$ cat src/rtl/core/pdsu_pkg.sv
// shared types and constants for the proper divisor sum unit
package pdsu_pkg;

   // fixed widths of the result fields
   localparam int COUNT_WIDTH   = 12;
   localparam int SUM_OUT_WIDTH = 34;

   // extra bits over the operand for a proper divisor sum (sum stays below 8x operand)
   localparam int SUM_HEADROOM  = 3;

   // status of the shared divider
   typedef struct packed {
      logic busy;
      logic done;
   } div_stat_type;

endpackage

$ cat src/rtl/core/pdsu_divider.sv
// shared restoring divider, one quotient bit per cycle
module pdsu_divider #(
   parameter int DATA_WIDTH = 34
) (
   input  logic                    clock,
   input  logic                    reset,
   input  logic                    start,
   input  logic [DATA_WIDTH-1:0]   dividend,
   input  logic [DATA_WIDTH-1:0]   divisor,
   output logic [DATA_WIDTH-1:0]   quotient,
   output logic [DATA_WIDTH-1:0]   remainder,
   output pdsu_pkg::div_stat_type  stat
);
   import pdsu_pkg::*;

   localparam int STEP_WIDTH = $clog2(DATA_WIDTH + 1);

   logic [DATA_WIDTH-1:0] rem_ff, rem_in;
   logic [DATA_WIDTH-1:0] quo_ff, quo_in;
   logic [DATA_WIDTH-1:0] dsr_ff, dsr_in;
   logic [STEP_WIDTH-1:0] step_ff, step_in;
   logic                  active_ff, active_in;
   logic                  done_ff, done_in;
   logic [DATA_WIDTH:0]   shifted;
   logic [DATA_WIDTH:0]   diff;

   // partial remainder with next dividend bit, trial subtract
   assign shifted = {rem_ff, quo_ff[DATA_WIDTH-1]};
   assign diff    = shifted - {1'b0, dsr_ff};

   // load on start, then one restoring step per cycle
   always_comb begin
      rem_in    = rem_ff;
      quo_in    = quo_ff;
      dsr_in    = dsr_ff;
      step_in   = step_ff;
      active_in = active_ff;
      done_in   = 1'b0;
      if (start) begin
         rem_in    = '0;
         quo_in    = dividend;
         dsr_in    = divisor;
         step_in   = STEP_WIDTH'(DATA_WIDTH);
         active_in = 1'b1;
      end else if (active_ff) begin
         if (diff[DATA_WIDTH]) begin
            rem_in = shifted[DATA_WIDTH-1:0];
         end else begin
            rem_in = diff[DATA_WIDTH-1:0];
         end
         quo_in  = {quo_ff[DATA_WIDTH-2:0], ~diff[DATA_WIDTH]};
         step_in = step_ff - 1'b1;
         if (step_ff == STEP_WIDTH'(1)) begin
            active_in = 1'b0;
            done_in   = 1'b1;
         end
      end
   end

   // control registers
   always_ff @(posedge clock) begin
      if (reset) begin
         active_ff <= 1'b0;
         done_ff   <= 1'b0;
         step_ff   <= '0;
      end else begin
         active_ff <= active_in;
         done_ff   <= done_in;
         step_ff   <= step_in;
      end
   end

   // datapath registers
   always_ff @(posedge clock) begin
      rem_ff <= rem_in;
      quo_ff <= quo_in;
      dsr_ff <= dsr_in;
   end

   assign quotient  = quo_ff;
   assign remainder = rem_ff;
   assign stat.busy = active_ff;
   assign stat.done = done_ff;

endmodule

$ cat src/rtl/core/proper_divisor_sum_unit_top.sv
// proper divisor sum unit: trial division sequencer around a shared divider
//
//  channel   ports                                   direction  handshake
//  request   start, busy, req_number                 in         start & !busy
//  response  rsp_strobe, rsp_divisor_count,          out        rsp_strobe, one cycle
//            rsp_divisor_sum, rsp_is_perfect,
//            rsp_is_amicable
//
// each trial candidate goes through a launch, NUMBER_WIDTH+3 divider steps,
// and a check; a candidate that divides evenly adds a hit step
// an item tries candidates up to about isqrt(n), then up to about isqrt(s), s the divisor sum,
// on the one bit per cycle divider shared by both passes
// busy stays high from the accepted item until the cycle before its result strobe
// synchronous reset clears the sequencer; the receiver cannot stall the result
module proper_divisor_sum_unit_top #(
   parameter int NUMBER_WIDTH = 31
) (
   input  logic                                 clock,
   input  logic                                 reset,
   input  logic                                 start,
   output logic                                 busy,
   input  logic [NUMBER_WIDTH-1:0]              req_number,
   output logic                                 rsp_strobe,
   output logic [pdsu_pkg::COUNT_WIDTH-1:0]     rsp_divisor_count,
   output logic [pdsu_pkg::SUM_OUT_WIDTH-1:0]   rsp_divisor_sum,
   output logic                                 rsp_is_perfect,
   output logic                                 rsp_is_amicable
);
   import pdsu_pkg::*;

   localparam int SUM_WIDTH = NUMBER_WIDTH + SUM_HEADROOM;
   localparam int ACC_WIDTH = SUM_WIDTH + SUM_HEADROOM;
   localparam int EXT_WIDTH = (SUM_WIDTH > SUM_OUT_WIDTH) ? SUM_WIDTH : SUM_OUT_WIDTH;

   localparam logic [1:0] ST_IDLE   = 2'd0;
   localparam logic [1:0] ST_LAUNCH = 2'd1;
   localparam logic [1:0] ST_WAIT   = 2'd2;
   localparam logic [1:0] ST_HIT    = 2'd3;

   logic [1:0]               state_ff, state_in;
   logic                     pass_ff, pass_in;
   logic [NUMBER_WIDTH-1:0]  n_ff, n_in;
   logic [SUM_WIDTH-1:0]     dvd_ff, dvd_in;
   logic [SUM_WIDTH-1:0]     d_ff, d_in;
   logic [ACC_WIDTH-1:0]     acc_ff, acc_in;
   logic [COUNT_WIDTH-1:0]   cnt_ff, cnt_in;
   logic [SUM_WIDTH-1:0]     sum1_ff, sum1_in;
   logic                     strobe_ff, strobe_in;
   logic [COUNT_WIDTH-1:0]   out_cnt_ff, out_cnt_in;
   logic [SUM_OUT_WIDTH-1:0] out_sum_ff, out_sum_in;
   logic                     perfect_ff, perfect_in;
   logic                     amicable_ff, amicable_in;

   logic                     div_start;
   logic [SUM_WIDTH-1:0]     div_quo;
   logic [SUM_WIDTH-1:0]     div_rem;
   div_stat_type             div_stat;

   logic                     is_root;
   logic                     pass_done;
   logic                     is_hit;
   logic [COUNT_WIDTH:0]     cnt_sum;
   logic [COUNT_WIDTH-1:0]   cnt_sat;
   logic [EXT_WIDTH-1:0]     sum_ext;
   logic [EXT_WIDTH-1:0]     sum_max_ext;
   logic [SUM_OUT_WIDTH-1:0] sum_clip;

   // shared divider: dividend / candidate
   pdsu_divider #(
      .DATA_WIDTH (SUM_WIDTH)
   ) u_divider (
      .clock     (clock),
      .reset     (reset),
      .start     (div_start),
      .dividend  (dvd_ff),
      .divisor   (d_ff),
      .quotient  (div_quo),
      .remainder (div_rem),
      .stat      (div_stat)
   );

   // candidate checks on the divider result
   assign is_root   = (div_quo == d_ff);
   assign pass_done = (d_ff > div_quo);
   assign is_hit    = (div_rem == '0);

   // saturating divisor count
   assign cnt_sum = {1'b0, cnt_ff} + (is_root ? (COUNT_WIDTH + 1)'(1) : (COUNT_WIDTH + 1)'(2));
   assign cnt_sat = cnt_sum[COUNT_WIDTH] ? '1 : cnt_sum[COUNT_WIDTH-1:0];

   // saturating sum for the result port
   assign sum_ext     = EXT_WIDTH'(sum1_ff);
   assign sum_max_ext = EXT_WIDTH'({SUM_OUT_WIDTH{1'b1}});
   assign sum_clip    = (sum_ext > sum_max_ext) ? '1 : SUM_OUT_WIDTH'(sum1_ff);

   // sequencer: pass over the number, then over its divisor sum
   always_comb begin
      state_in    = state_ff;
      pass_in     = pass_ff;
      n_in        = n_ff;
      dvd_in      = dvd_ff;
      d_in        = d_ff;
      acc_in      = acc_ff;
      cnt_in      = cnt_ff;
      sum1_in     = sum1_ff;
      strobe_in   = 1'b0;
      out_cnt_in  = out_cnt_ff;
      out_sum_in  = out_sum_ff;
      perfect_in  = perfect_ff;
      amicable_in = amicable_ff;
      div_start   = 1'b0;
      case (state_ff)
         ST_IDLE: begin
            if (start) begin
               n_in     = req_number;
               dvd_in   = SUM_WIDTH'(req_number);
               d_in     = SUM_WIDTH'(2);
               acc_in   = ACC_WIDTH'(1);
               cnt_in   = COUNT_WIDTH'(1);
               pass_in  = 1'b0;
               state_in = ST_LAUNCH;
            end
         end
         ST_LAUNCH: begin
            div_start = 1'b1;
            state_in  = ST_WAIT;
         end
         ST_WAIT: begin
            if (div_stat.done) begin
               if (pass_done) begin
                  if (!pass_ff) begin
                     // first pass finished: rescan its sum
                     sum1_in  = acc_ff[SUM_WIDTH-1:0];
                     dvd_in   = acc_ff[SUM_WIDTH-1:0];
                     d_in     = SUM_WIDTH'(2);
                     acc_in   = ACC_WIDTH'(1);
                     pass_in  = 1'b1;
                     state_in = ST_LAUNCH;
                  end else begin
                     // both passes finished: present the item
                     strobe_in   = 1'b1;
                     out_cnt_in  = cnt_ff;
                     out_sum_in  = sum_clip;
                     perfect_in  = (sum1_ff == SUM_WIDTH'(n_ff));
                     amicable_in = (acc_ff == ACC_WIDTH'(n_ff));
                     state_in    = ST_IDLE;
                  end
               end else if (is_hit) begin
                  // partner first, candidate next cycle
                  if (!is_root) begin
                     acc_in = acc_ff + ACC_WIDTH'(div_quo);
                  end
                  if (!pass_ff) begin
                     cnt_in = cnt_sat;
                  end
                  state_in = ST_HIT;
               end else begin
                  d_in     = d_ff + 1'b1;
                  state_in = ST_LAUNCH;
               end
            end
         end
         ST_HIT: begin
            acc_in   = acc_ff + ACC_WIDTH'(d_ff);
            d_in     = d_ff + 1'b1;
            state_in = ST_LAUNCH;
         end
         default: begin
            state_in = ST_IDLE;
         end
      endcase
   end

   // control registers
   always_ff @(posedge clock) begin
      if (reset) begin
         state_ff  <= ST_IDLE;
         pass_ff   <= 1'b0;
         strobe_ff <= 1'b0;
      end else begin
         state_ff  <= state_in;
         pass_ff   <= pass_in;
         strobe_ff <= strobe_in;
      end
   end

   // datapath registers
   always_ff @(posedge clock) begin
      n_ff        <= n_in;
      dvd_ff      <= dvd_in;
      d_ff        <= d_in;
      acc_ff      <= acc_in;
      cnt_ff      <= cnt_in;
      sum1_ff     <= sum1_in;
      out_cnt_ff  <= out_cnt_in;
      out_sum_ff  <= out_sum_in;
      perfect_ff  <= perfect_in;
      amicable_ff <= amicable_in;
   end

   assign busy              = (state_ff != ST_IDLE);
   assign rsp_strobe        = strobe_ff;
   assign rsp_divisor_count = out_cnt_ff;
   assign rsp_divisor_sum   = out_sum_ff;
   assign rsp_is_perfect    = perfect_ff;
   assign rsp_is_amicable   = amicable_ff;

   // a perfect number is always reported amicable
   a_perfect_amicable: assert property (@(posedge clock) disable iff (reset)
      rsp_strobe && rsp_is_perfect |-> rsp_is_amicable)
      else $error("perfect item without amicable flag");

   // the count includes the divisor one
   a_count_nonzero: assert property (@(posedge clock) disable iff (reset)
      rsp_strobe |-> rsp_divisor_count != '0)
      else $error("result item with zero divisor count");

   // the divider only runs while the sequencer waits on it
   a_div_owned: assert property (@(posedge clock) disable iff (reset)
      div_stat.busy || div_stat.done |-> state_ff == ST_WAIT)
      else $error("divider active outside wait state");

   // an accepted item makes the block busy
   a_accept_busy: assert property (@(posedge clock) disable iff (reset)
      start && !busy |=> busy && !rsp_strobe)
      else $error("accepted item did not start work");

endmodule
$ cat config.mk
export PLATFORM = sky130hd
export DESIGN_NAME = proper_divisor_sum_unit_top
export DESIGN_NICKNAME = d
export VERILOG_FILES = /design/src/rtl/core/pdsu_pkg.sv /design/src/rtl/core/pdsu_divider.sv /design/src/rtl/core/proper_divisor_sum_unit_top.sv
export SDC_FILE = /design/constraint.sdc
export NUM_CORES = 1
export LEC_CHECK = 0
export ABC_AREA = 1
export BUFFER_PORTS_ARGS = -buffer_cell sky130_fd_sc_hd__buf_2
export CORE_MARGIN = 2
export CORE_UTILIZATION = 63
export CTS_CLUSTER_SIZE = 28
export DETAILED_ROUTE_END_ITERATION = 12
export GPL_TIMING_DRIVEN = 1
export PLACE_DENSITY = 0.81
export SYNTH_ARGS = -nofsm -noshare
export SYNTH_HDL_FRONTEND = slang
export SYNTH_SLANG_ARGS = --single-unit
$ cat constraint.sdc
create_clock -name clock -period 5.65 [get_ports clock]
set_input_delay 0.8475 -clock clock [delete_from_list [all_inputs] [get_ports clock]]
set_output_delay 0.8475 -clock clock [all_outputs]
set_load 0.03 [all_outputs]
==> summary.txt, run 1 <==
Power
  • Sequential Power Share: 39.6%
  • Clk pwr share: roughly 29%
  • Switching pwr: between 3 and 4 mW
  • VDD IR max: roughly 270 uV
  • Switching Share: 38.4%
  • Comb power frac: 31.3%
  • Leakage: a little over 10 nW
  • Power density cells: between 300 and 400 nW/um^2
  • Final Power: 8.79 mW
  • Internal: 5.41 mW

Global routing
  • GR Layer Usage met1: 52.1%
  • Global-route wire length before repair: 110,000 microns
  • Antenna violations before repair: 0
  • Vias in the first global route: approximately 19,000
  • Global Route Usage Sum: 40.1%
  • Met3 usage: under 10%
  • Grt total ovfl: 0
  • Met2 usage: 62.9%
  • Busiest grt layer: met2
  • Largest net degree at the start of global routing: 68

Route
  • DRC: 0
  • Via count: between 20,000 and 25,000
  • Detailed-route wire length per cell: 22.8 microns
  • Post-route ant nets: 0
  • Post-Route WL: 73,600 microns
  • Vias/cell: 6.21
  • DRT Pass-1 Iters: 6
  • Initial DRC Count: about 2,200

Clocking
  • CTS tree: built
  • Clk slew on worst S/H paths: around 60 ps
  • Clk buf depth: 3
  • CTS root buf: clkbuf_16
  • Worst skew pair latency: 580 ps
  • Hold_buf cts: 0
  • H-tree depth: 2
  • Setup Fix Bufs, Post-CTS: 0
  • Clock Sinks: 344
  • Post-CTS resize count: 0
  • CTS Buf Count: 39

Timing
  • Tmin final: 3890 ps
  • Hold Slack: 463 ps
  • RSZ-0062 raised after global routing: false
  • Worst-margin pin slew: 1180 ps
  • Max Clk Rate: 257 MHz
  • Final hold violation count: 0
  • Sum Neg Setup Slack: 0 ps
  • Final setup fails: 0
  • Clk_skew: between 15 and 20 ps
  • Slew Viols, Final: 0
  • Period utilisation layout: ~70%
  • Slew margin rel.: 21.0%

Worst setup path
  • Cell depth of the worst flop-to-flop path: 11
  • Critical-path cell list: ha_1, nand2_1, nor2_1, nand3b_1, nor3_1, nand2_1, nand2_1, nand2_2, nand2_4, inv_2, a21oi_4
  • Crit path capture type: register
  • Crit-path most repeated cell: nand2_1
  • Slowest stage cell, crit path: a21oi_4
  • Startpoint class of the critical path: register
  • Family with the most delay on the worst path: simple AND/OR/NAND/NOR gates
  • CP arrival: 4070 ps
  • Buf/Inv on CP: 1
  • Critical path class: register to register
  • CP Max Fanout: 34
  • Worst Path Required: ~5800 ps
  • Crit path depth: 11
  • CP max stage delay: between 900 and 1000 ps

Logic synthesis
  • Syn Area/Cell: 8.23 sq um
  • Synth Area in Compound Gates: 10.7%
  • Synth area leaders: edfxtp_1 41%, nand2_1 12%, ha_1 8.2%
  • Mapped cell area: between 20,000 and 25,000 sq um
  • Main combinational cell family by area after synthesis: simple AND/OR/NAND/NOR gates
  • YS warnings: 0
  • Proportion of synthesized area in mux cells: 0%
  • Count of cell types in the netlist: 58
  • Top-area cell type share of the netlist area: roughly 41%
  • Yosys reg bits: 344
  • Synthesized Nets: 2,866
  • Yosys top cell by area: edfxtp_1
  • Post-Synth Adder-Cell Area: under 10%
  • Simple-Gate Fraction of Synth Area: 24.5%
  • Syn Inst Count: approximately 2,700
  • Number of synthesized flops with an enable pin: 298
  • Ys flop type: edfxtp_1
  • Post-synthesis xor/xnor area fraction: just over 5%
  • Sequential area share after synthesis: 44.7%
  • Async SR Flop Fraction: 0%

Die
  • Floorplan die width: 191 microns
  • Initial Utilization: between 60% and 70%
  • Die height: 191 microns
  • Die area: roughly 37,000 sq um
  • Row cnt: 68
  • I/O pin cnt: 84
  • Core footprint: 34,500 sq um

Final layout
  • Post-layout util: 69.8%
  • Filler Cells Inserted: between 2,000 and 3,000
  • P&R area growth vs syn: 9.23%
  • Sequential cell area: about 9900 sq um
  • Layout cells sized above 1: around 7.5%
  • Post-Layout Inst Area: 24,100 sq um
  • Nets: around 3,000
  • Ant diodes: 0
  • Multi-input logic area: ~11,000 sq um

Worst hold path
  • Hold depth: 1
  • Worst hold path type: input port to register

Outcome
  • Status: finished clean

Job
  • Max_cap viols: 0

Place
  • Post-DP HPWL: 57,100 microns
  • Number of port buffers: 83
  • GP Congestion: 1.06
  • Cell Area, Placed: approximately 23,000 sq um
sequential cells by signal, indices dropped and copies added (netlist names):
| register | cells |
|---|---|
| dvd_ff | 34 |
| u_divider.quotient | 34 |
| u_divider.done_ff | 1 |
| cnt_ff | 12 |
| rsp_strobe | 1 |
| n_ff | 31 |
| u_divider.step_ff | 6 |
| u_divider.active_ff | 1 |
| rsp_divisor_count | 12 |
| rsp_is_perfect | 1 |
| acc_ff | 37 |
| u_divider.dsr_ff | 34 |
| sum1_ff | 34 |
| d_ff | 34 |
| rsp_is_amicable | 1 |
| state_ff | 2 |
| pass_ff | 1 |
| rsp_divisor_sum | 34 |
| u_divider.remainder | 34 |
logic make-up after synthesis:
group,Yosys count
AND/OR/NAND/NOR,1266
AO/OA/AOI/OAI,435
buffers and inverters,362
flip-flops,344
adder cells (fa/ha/maj),149
XOR/XNOR,127
synth_stat cells (all sizes together), types with 2 or more instances:
cell type  number
nor3b           6
nand3b         20
clkbuf         58
nand4          43
buf            15
a221oi          2
nor3           51
and2            2
dfxtp          46
a21boi          4
inv           287
and3            2
nor4           15
ha            145
a31oi           6
o22ai          13
nor2          258
edfxtp        298
o21ai         187
a211oi          5
a21oi         181
clkinv          2
nand2         726
o21bai          5
xor2           41
a21o           11
xnor2          86
nand3         131
or2            11
o2111ai         2
o21a           14
fa              4
metrics by stage:
stage               instances  worst slack, ps
detailed placement       3158             1830
floorplan                2683             1220
global placement         3158             1980
CTS                      3230             1840
global route             3230             1520
finish                   3230             1760
layout make-up:
type	count	area share (%)
clock buffers	46	4.15
clock inverters	26	1.09
well taps	455	2.36
flip-flops and latches	344	40.9
multi-input cells	1977	45.0
repair buffers	93	2.03
inverters	289	4.50
worst paths after layout:
kind / startpoint / slack, ps / end
max: d_ff[25] / 1760 / d_ff[28]
min: req_number[0] / 460 / n_ff[0]
max reg2reg: d_ff[25] / 1760 / d_ff[28]
min reg2reg: sum1_ff[3] / 470 / rsp_divisor_sum[3]
per-layer routing:
metal	vias to the layer above	wire length, microns
met1	9338	28300
met4	0	4930
met5	-	0
met2	1268	33000
met3	273	7280
li1	9172	-
layout by cell type, fill, tap and decap left out, drive strengths merged, types with 3 or more instances in the layout:
| cell type | instances |
|---|---|
| a21boi | 4 |
| clkbuf | 46 |
| o21bai | 5 |
| o22ai | 13 |
| fa | 4 |
| nand4 | 43 |
| o21a | 14 |
| a211oi | 5 |
| nand3b | 20 |
| edfxtp | 298 |
| ha | 145 |
| or2 | 11 |
| buf | 93 |
| a31oi | 6 |
| nand2 | 726 |
| nor2 | 258 |
| xor2 | 41 |
| clkinv | 19 |
| nor4 | 15 |
| xnor2 | 86 |
| o21ai | 187 |
| nor3 | 51 |
| bufinv | 3 |
| inv | 291 |
| a21oi | 181 |
| a21o | 11 |
| nand3 | 131 |
| nor3b | 6 |
| dfxtp | 46 |
power by group through the flow:
| stage | clock (mW) | combinational (mW) | sequential [mW] |
|---|---|---|---|
| final | 2.56 | 2.75 | 3.47 |
| after global routing | 2.65 | 2.98 | 3.49 |
| after floorplan | 0 | 1.83 | 3.36 |
| after detailed placement | 0 | 2.63 | 3.51 |
| after CTS | 2.55 | 2.66 | 3.46 |
| after global placement | 0 | 2.59 | 3.49 |
(Power assumes the default switching activity.)
==> run 2: changes to the inputs <==
==> constraint.sdc (replaced) <==
create_clock -name clock -period 3.8 [get_ports clock]
set_input_delay 0.57 -clock clock [delete_from_list [all_inputs] [get_ports clock]]
set_output_delay 0.57 -clock clock [all_outputs]
set_load 0.03 [all_outputs]
==> run 2 against run 1 <==
Count of clock-buffer cells in the layout decreased by 6. Worst hold slack got worse by 260 ps. Fmax increased by 9.4%. Die area unchanged. Critical endpoint is now cnt_ff[7]. Utilization increased by 1.0 points.
==> summary.txt, run 2 (same netlist as run 1, synthesis figures left out) <==
Power
  • VDD IR max: 483 uV (+80%)
  • Leakage: 10.5 nW (+2.3%)
  • Power density cells: 548 nW/um^2 (+50%)

Clocking
  • H-tree depth: 2 (unchanged)
  • CTS tree: built
  • CTS Buf Count: 38 (-2.6%)
  • Post-CTS resize count: 0 (unchanged)
  • Hold_buf cts: 0 (unchanged)
  • CTS root buf: clkbuf_16
  • Setup Fix Bufs, Post-CTS: 0 (unchanged)
  • Clk slew on worst S/H paths: 60 ps (about the same)
  • Worst skew pair latency: 560 ps (-20 ps)
  • Clock Sinks: 344 (unchanged)
  • Clk buf depth: 3 (unchanged)

Final layout
  • Nets: 2,963 (+1.2%)
  • Max reg flops: 37 (unchanged)
  • Layout cells sized above 1: 8.93% (+1.4 points)
  • P&R area growth vs syn: 10.8%
  • Most flops, register: acc_ff
  • Most frequent cells in the layout: 715 x nand2_1, 298 x edfxtp_1, 283 x inv_1, 245 x nor2_1, 177 x a21oi_1
  • Commonest non-fill, non-tap cell in the layout: nand2_1
  • Post-Layout Inst Area: 24,500 sq um (+1.5%)
  • Filler Cells Inserted: 2,670 (-0.45%)

Route
  • Initial DRC Count: 2,492 (+12%)
  • DRC: 0 (unchanged)
  • Post-route ant nets: 0 (unchanged)
  • Via count: 20,315 (+1.3%)
  • DRT Pass-1 Iters: 6 (unchanged)
  • Vias/cell: 6.22 (+0.20%)
  • Post-Route WL: 74,300 microns (+0.98%)
  • Detailed-route wire length per cell: 22.7 microns (-0.14%)

Worst setup path
  • CP Max Fanout: 6 (-82%)
  • Worst Path Required: 4220 ps (-1610 ps)
  • CP arrival: 3970 ps (-100 ps)
  • Slowest stage cell, crit path: edfxtp_1
  • Buf/Inv on CP: 4 (+3)
  • Critical-path cell list: inv_1, ha_1, nand2_1, nor2_1, inv_2, nor2_1, nand4_1, nand3b_4, inv_1, ha_1, fa_1, nand2_1, nor2_1, nand3_1, nor2_1, o21ai_0, inv_1
  • CP max stage delay: 360 ps (-610 ps)
  • Crit-path most repeated cell: nor2_1
  • Worst R2R Setup Slack: 240 ps (-1520 ps)
  • Cell depth of the worst flop-to-flop path: 17 (+6)
  • Startpoint class of the critical path: register
  • Reg2reg start: u_divider.quotient[33]
  • Critical Path Start: u_divider.quotient[33]
  • Family with the most delay on the worst path: simple AND/OR/NAND/NOR gates
  • Crit path capture type: register
  • Critical path class: register to register
  • Worst reg2reg endpoint: cnt_ff[7]

Die
  • Initial Utilization: 63.9% (unchanged)
  • Row cnt: 68 (unchanged)
  • Die height: 191 microns (unchanged)
  • I/O pin cnt: 84 (unchanged)
  • Floorplan die width: 191 microns (unchanged)
  • Die area: 36,600 sq um (unchanged)
  • Core footprint: 34,500 sq um (unchanged)

Timing
  • Hold Slack: 205 ps (-258 ps)
  • Final setup fails: 0 (unchanged)
  • Tmin final: 3560 ps (-334 ps)
  • Worst-margin pin slew: 900 ps (-283 ps)
  • Slew Viols, Final: 0 (unchanged)
  • RSZ-0062 raised after global routing: false
  • Slew margin rel.: 39.9% (+19 points)
  • Final hold violation count: 0 (unchanged)
  • Max Clk Rate: 281 MHz (+9.4%)
  • Period utilisation layout: 93.6% (+25 points)
  • Sum Neg Setup Slack: 0 ps (unchanged)
  • Clk_skew: 19.6 ps (+1.04 ps)

Global routing
  • Antenna violations before repair: 0 (unchanged)
  • Largest net degree at the start of global routing: 70 (+2.9%)
  • Grt total ovfl: 0 (unchanged)
  • Global-route wire length before repair: 110,000 microns (about the same)
  • Global Route Usage Sum: 40.1% (about the same)
  • Vias in the first global route: 19,158 (+0.60%)

Place
  • Post-DP HPWL: 56,900 microns (-0.30%)
  • Number of port buffers: 83 (unchanged)
  • Cell Area, Placed: 23,200 sq um (+1.3%)
  • GP Congestion: 1.05 (-1.4%)

Worst hold path
  • Hold Crit Endpoint: n_ff[24]
  • Hold depth: 1 (unchanged)
  • Worst hold path type: input port to register
  • Min-delay src: req_number[24]

Job
  • Max_cap viols: 0 (unchanged)

Outcome
  • Status: finished clean
==> run 2: worst max path at each step <==
stage | endpoint | slack (ps) | depth (start not counted)
3_3_place_gp | cnt_ff[9] | 650 | 17
2_1_floorplan | dvd_ff[0] | 330 | 13
6_report | cnt_ff[7] | 240 | 17
5_1_grt | cnt_ff[7] | 40 | 17
3_5_place_dp | cnt_ff[9] | 480 | 19
4_1_cts | cnt_ff[7] | 390 | 17
==> run 2: layout make-up <==
class                      instances  area, sq um  share of cell area (%)
timing repair buffer             130          793                    3.24
inverter                         289         1080                    4.43
clock inverter                    30          308                    1.26
multi-input combinational       1977        10800                    44.3
antenna                            1         2.50                  0.0102
tap                              455          569                    2.33
sequential                       344         9870                    40.3
clock buffer                      40         1000                    4.09
==> run 2: through the flow <==
| step | utilization [%] | instances | power, mW | worst slack [ps] |
|---|---|---|---|---|
| finish | 70.9 | 3266 | 13.4 | 243 |
| global route | 70.8 | 3265 | 13.9 | 42.3 |
| CTS | 70.8 | 3265 | 13.2 | 394 |
| detailed placement | 67.1 | 3195 | 9.34 | 478 |
| global placement | 67.1 | 3195 | 9.25 | 651 |
| floorplan | - | 2683 | 7.71 | 326 |
==> run 2: power by group <==
part	internal, mW	switching (mW)	leakage [nW]
clock	2.27	1.65	0.649
sequential	4.67	0.410	3.24
combinational	1.33	3.08	6.58
total	8.27	5.14	10.5
==> run 2: worst reg2reg max path, cell delays in order (launching register included) <==
cell	delay [ps]
edfxtp_1	360
inv_1	140
ha_1	340
nand2_1	80
nor2_1	210
inv_2	70
nor2_1	90
nand4_1	170
nand3b_4	290
inv_1	110
ha_1	180
fa_1	240
nand2_1	100
nor2_1	190
nand3_1	210
nor2_1	330
o21ai_0	210
inv_1	110
==> run 2: metal layers <==
metal  global-route usage, %  share of wire (%)  routed length [microns]  up-vias
li1                        -                  -                        -     9247
met1                    51.7                 38                    28200     9414
met2                    62.8                 44                    33000     1367
met3                    6.98                 10                     7560      287
met4                    25.7                7.4                     5460        0
met5                       0                  0                        0        -
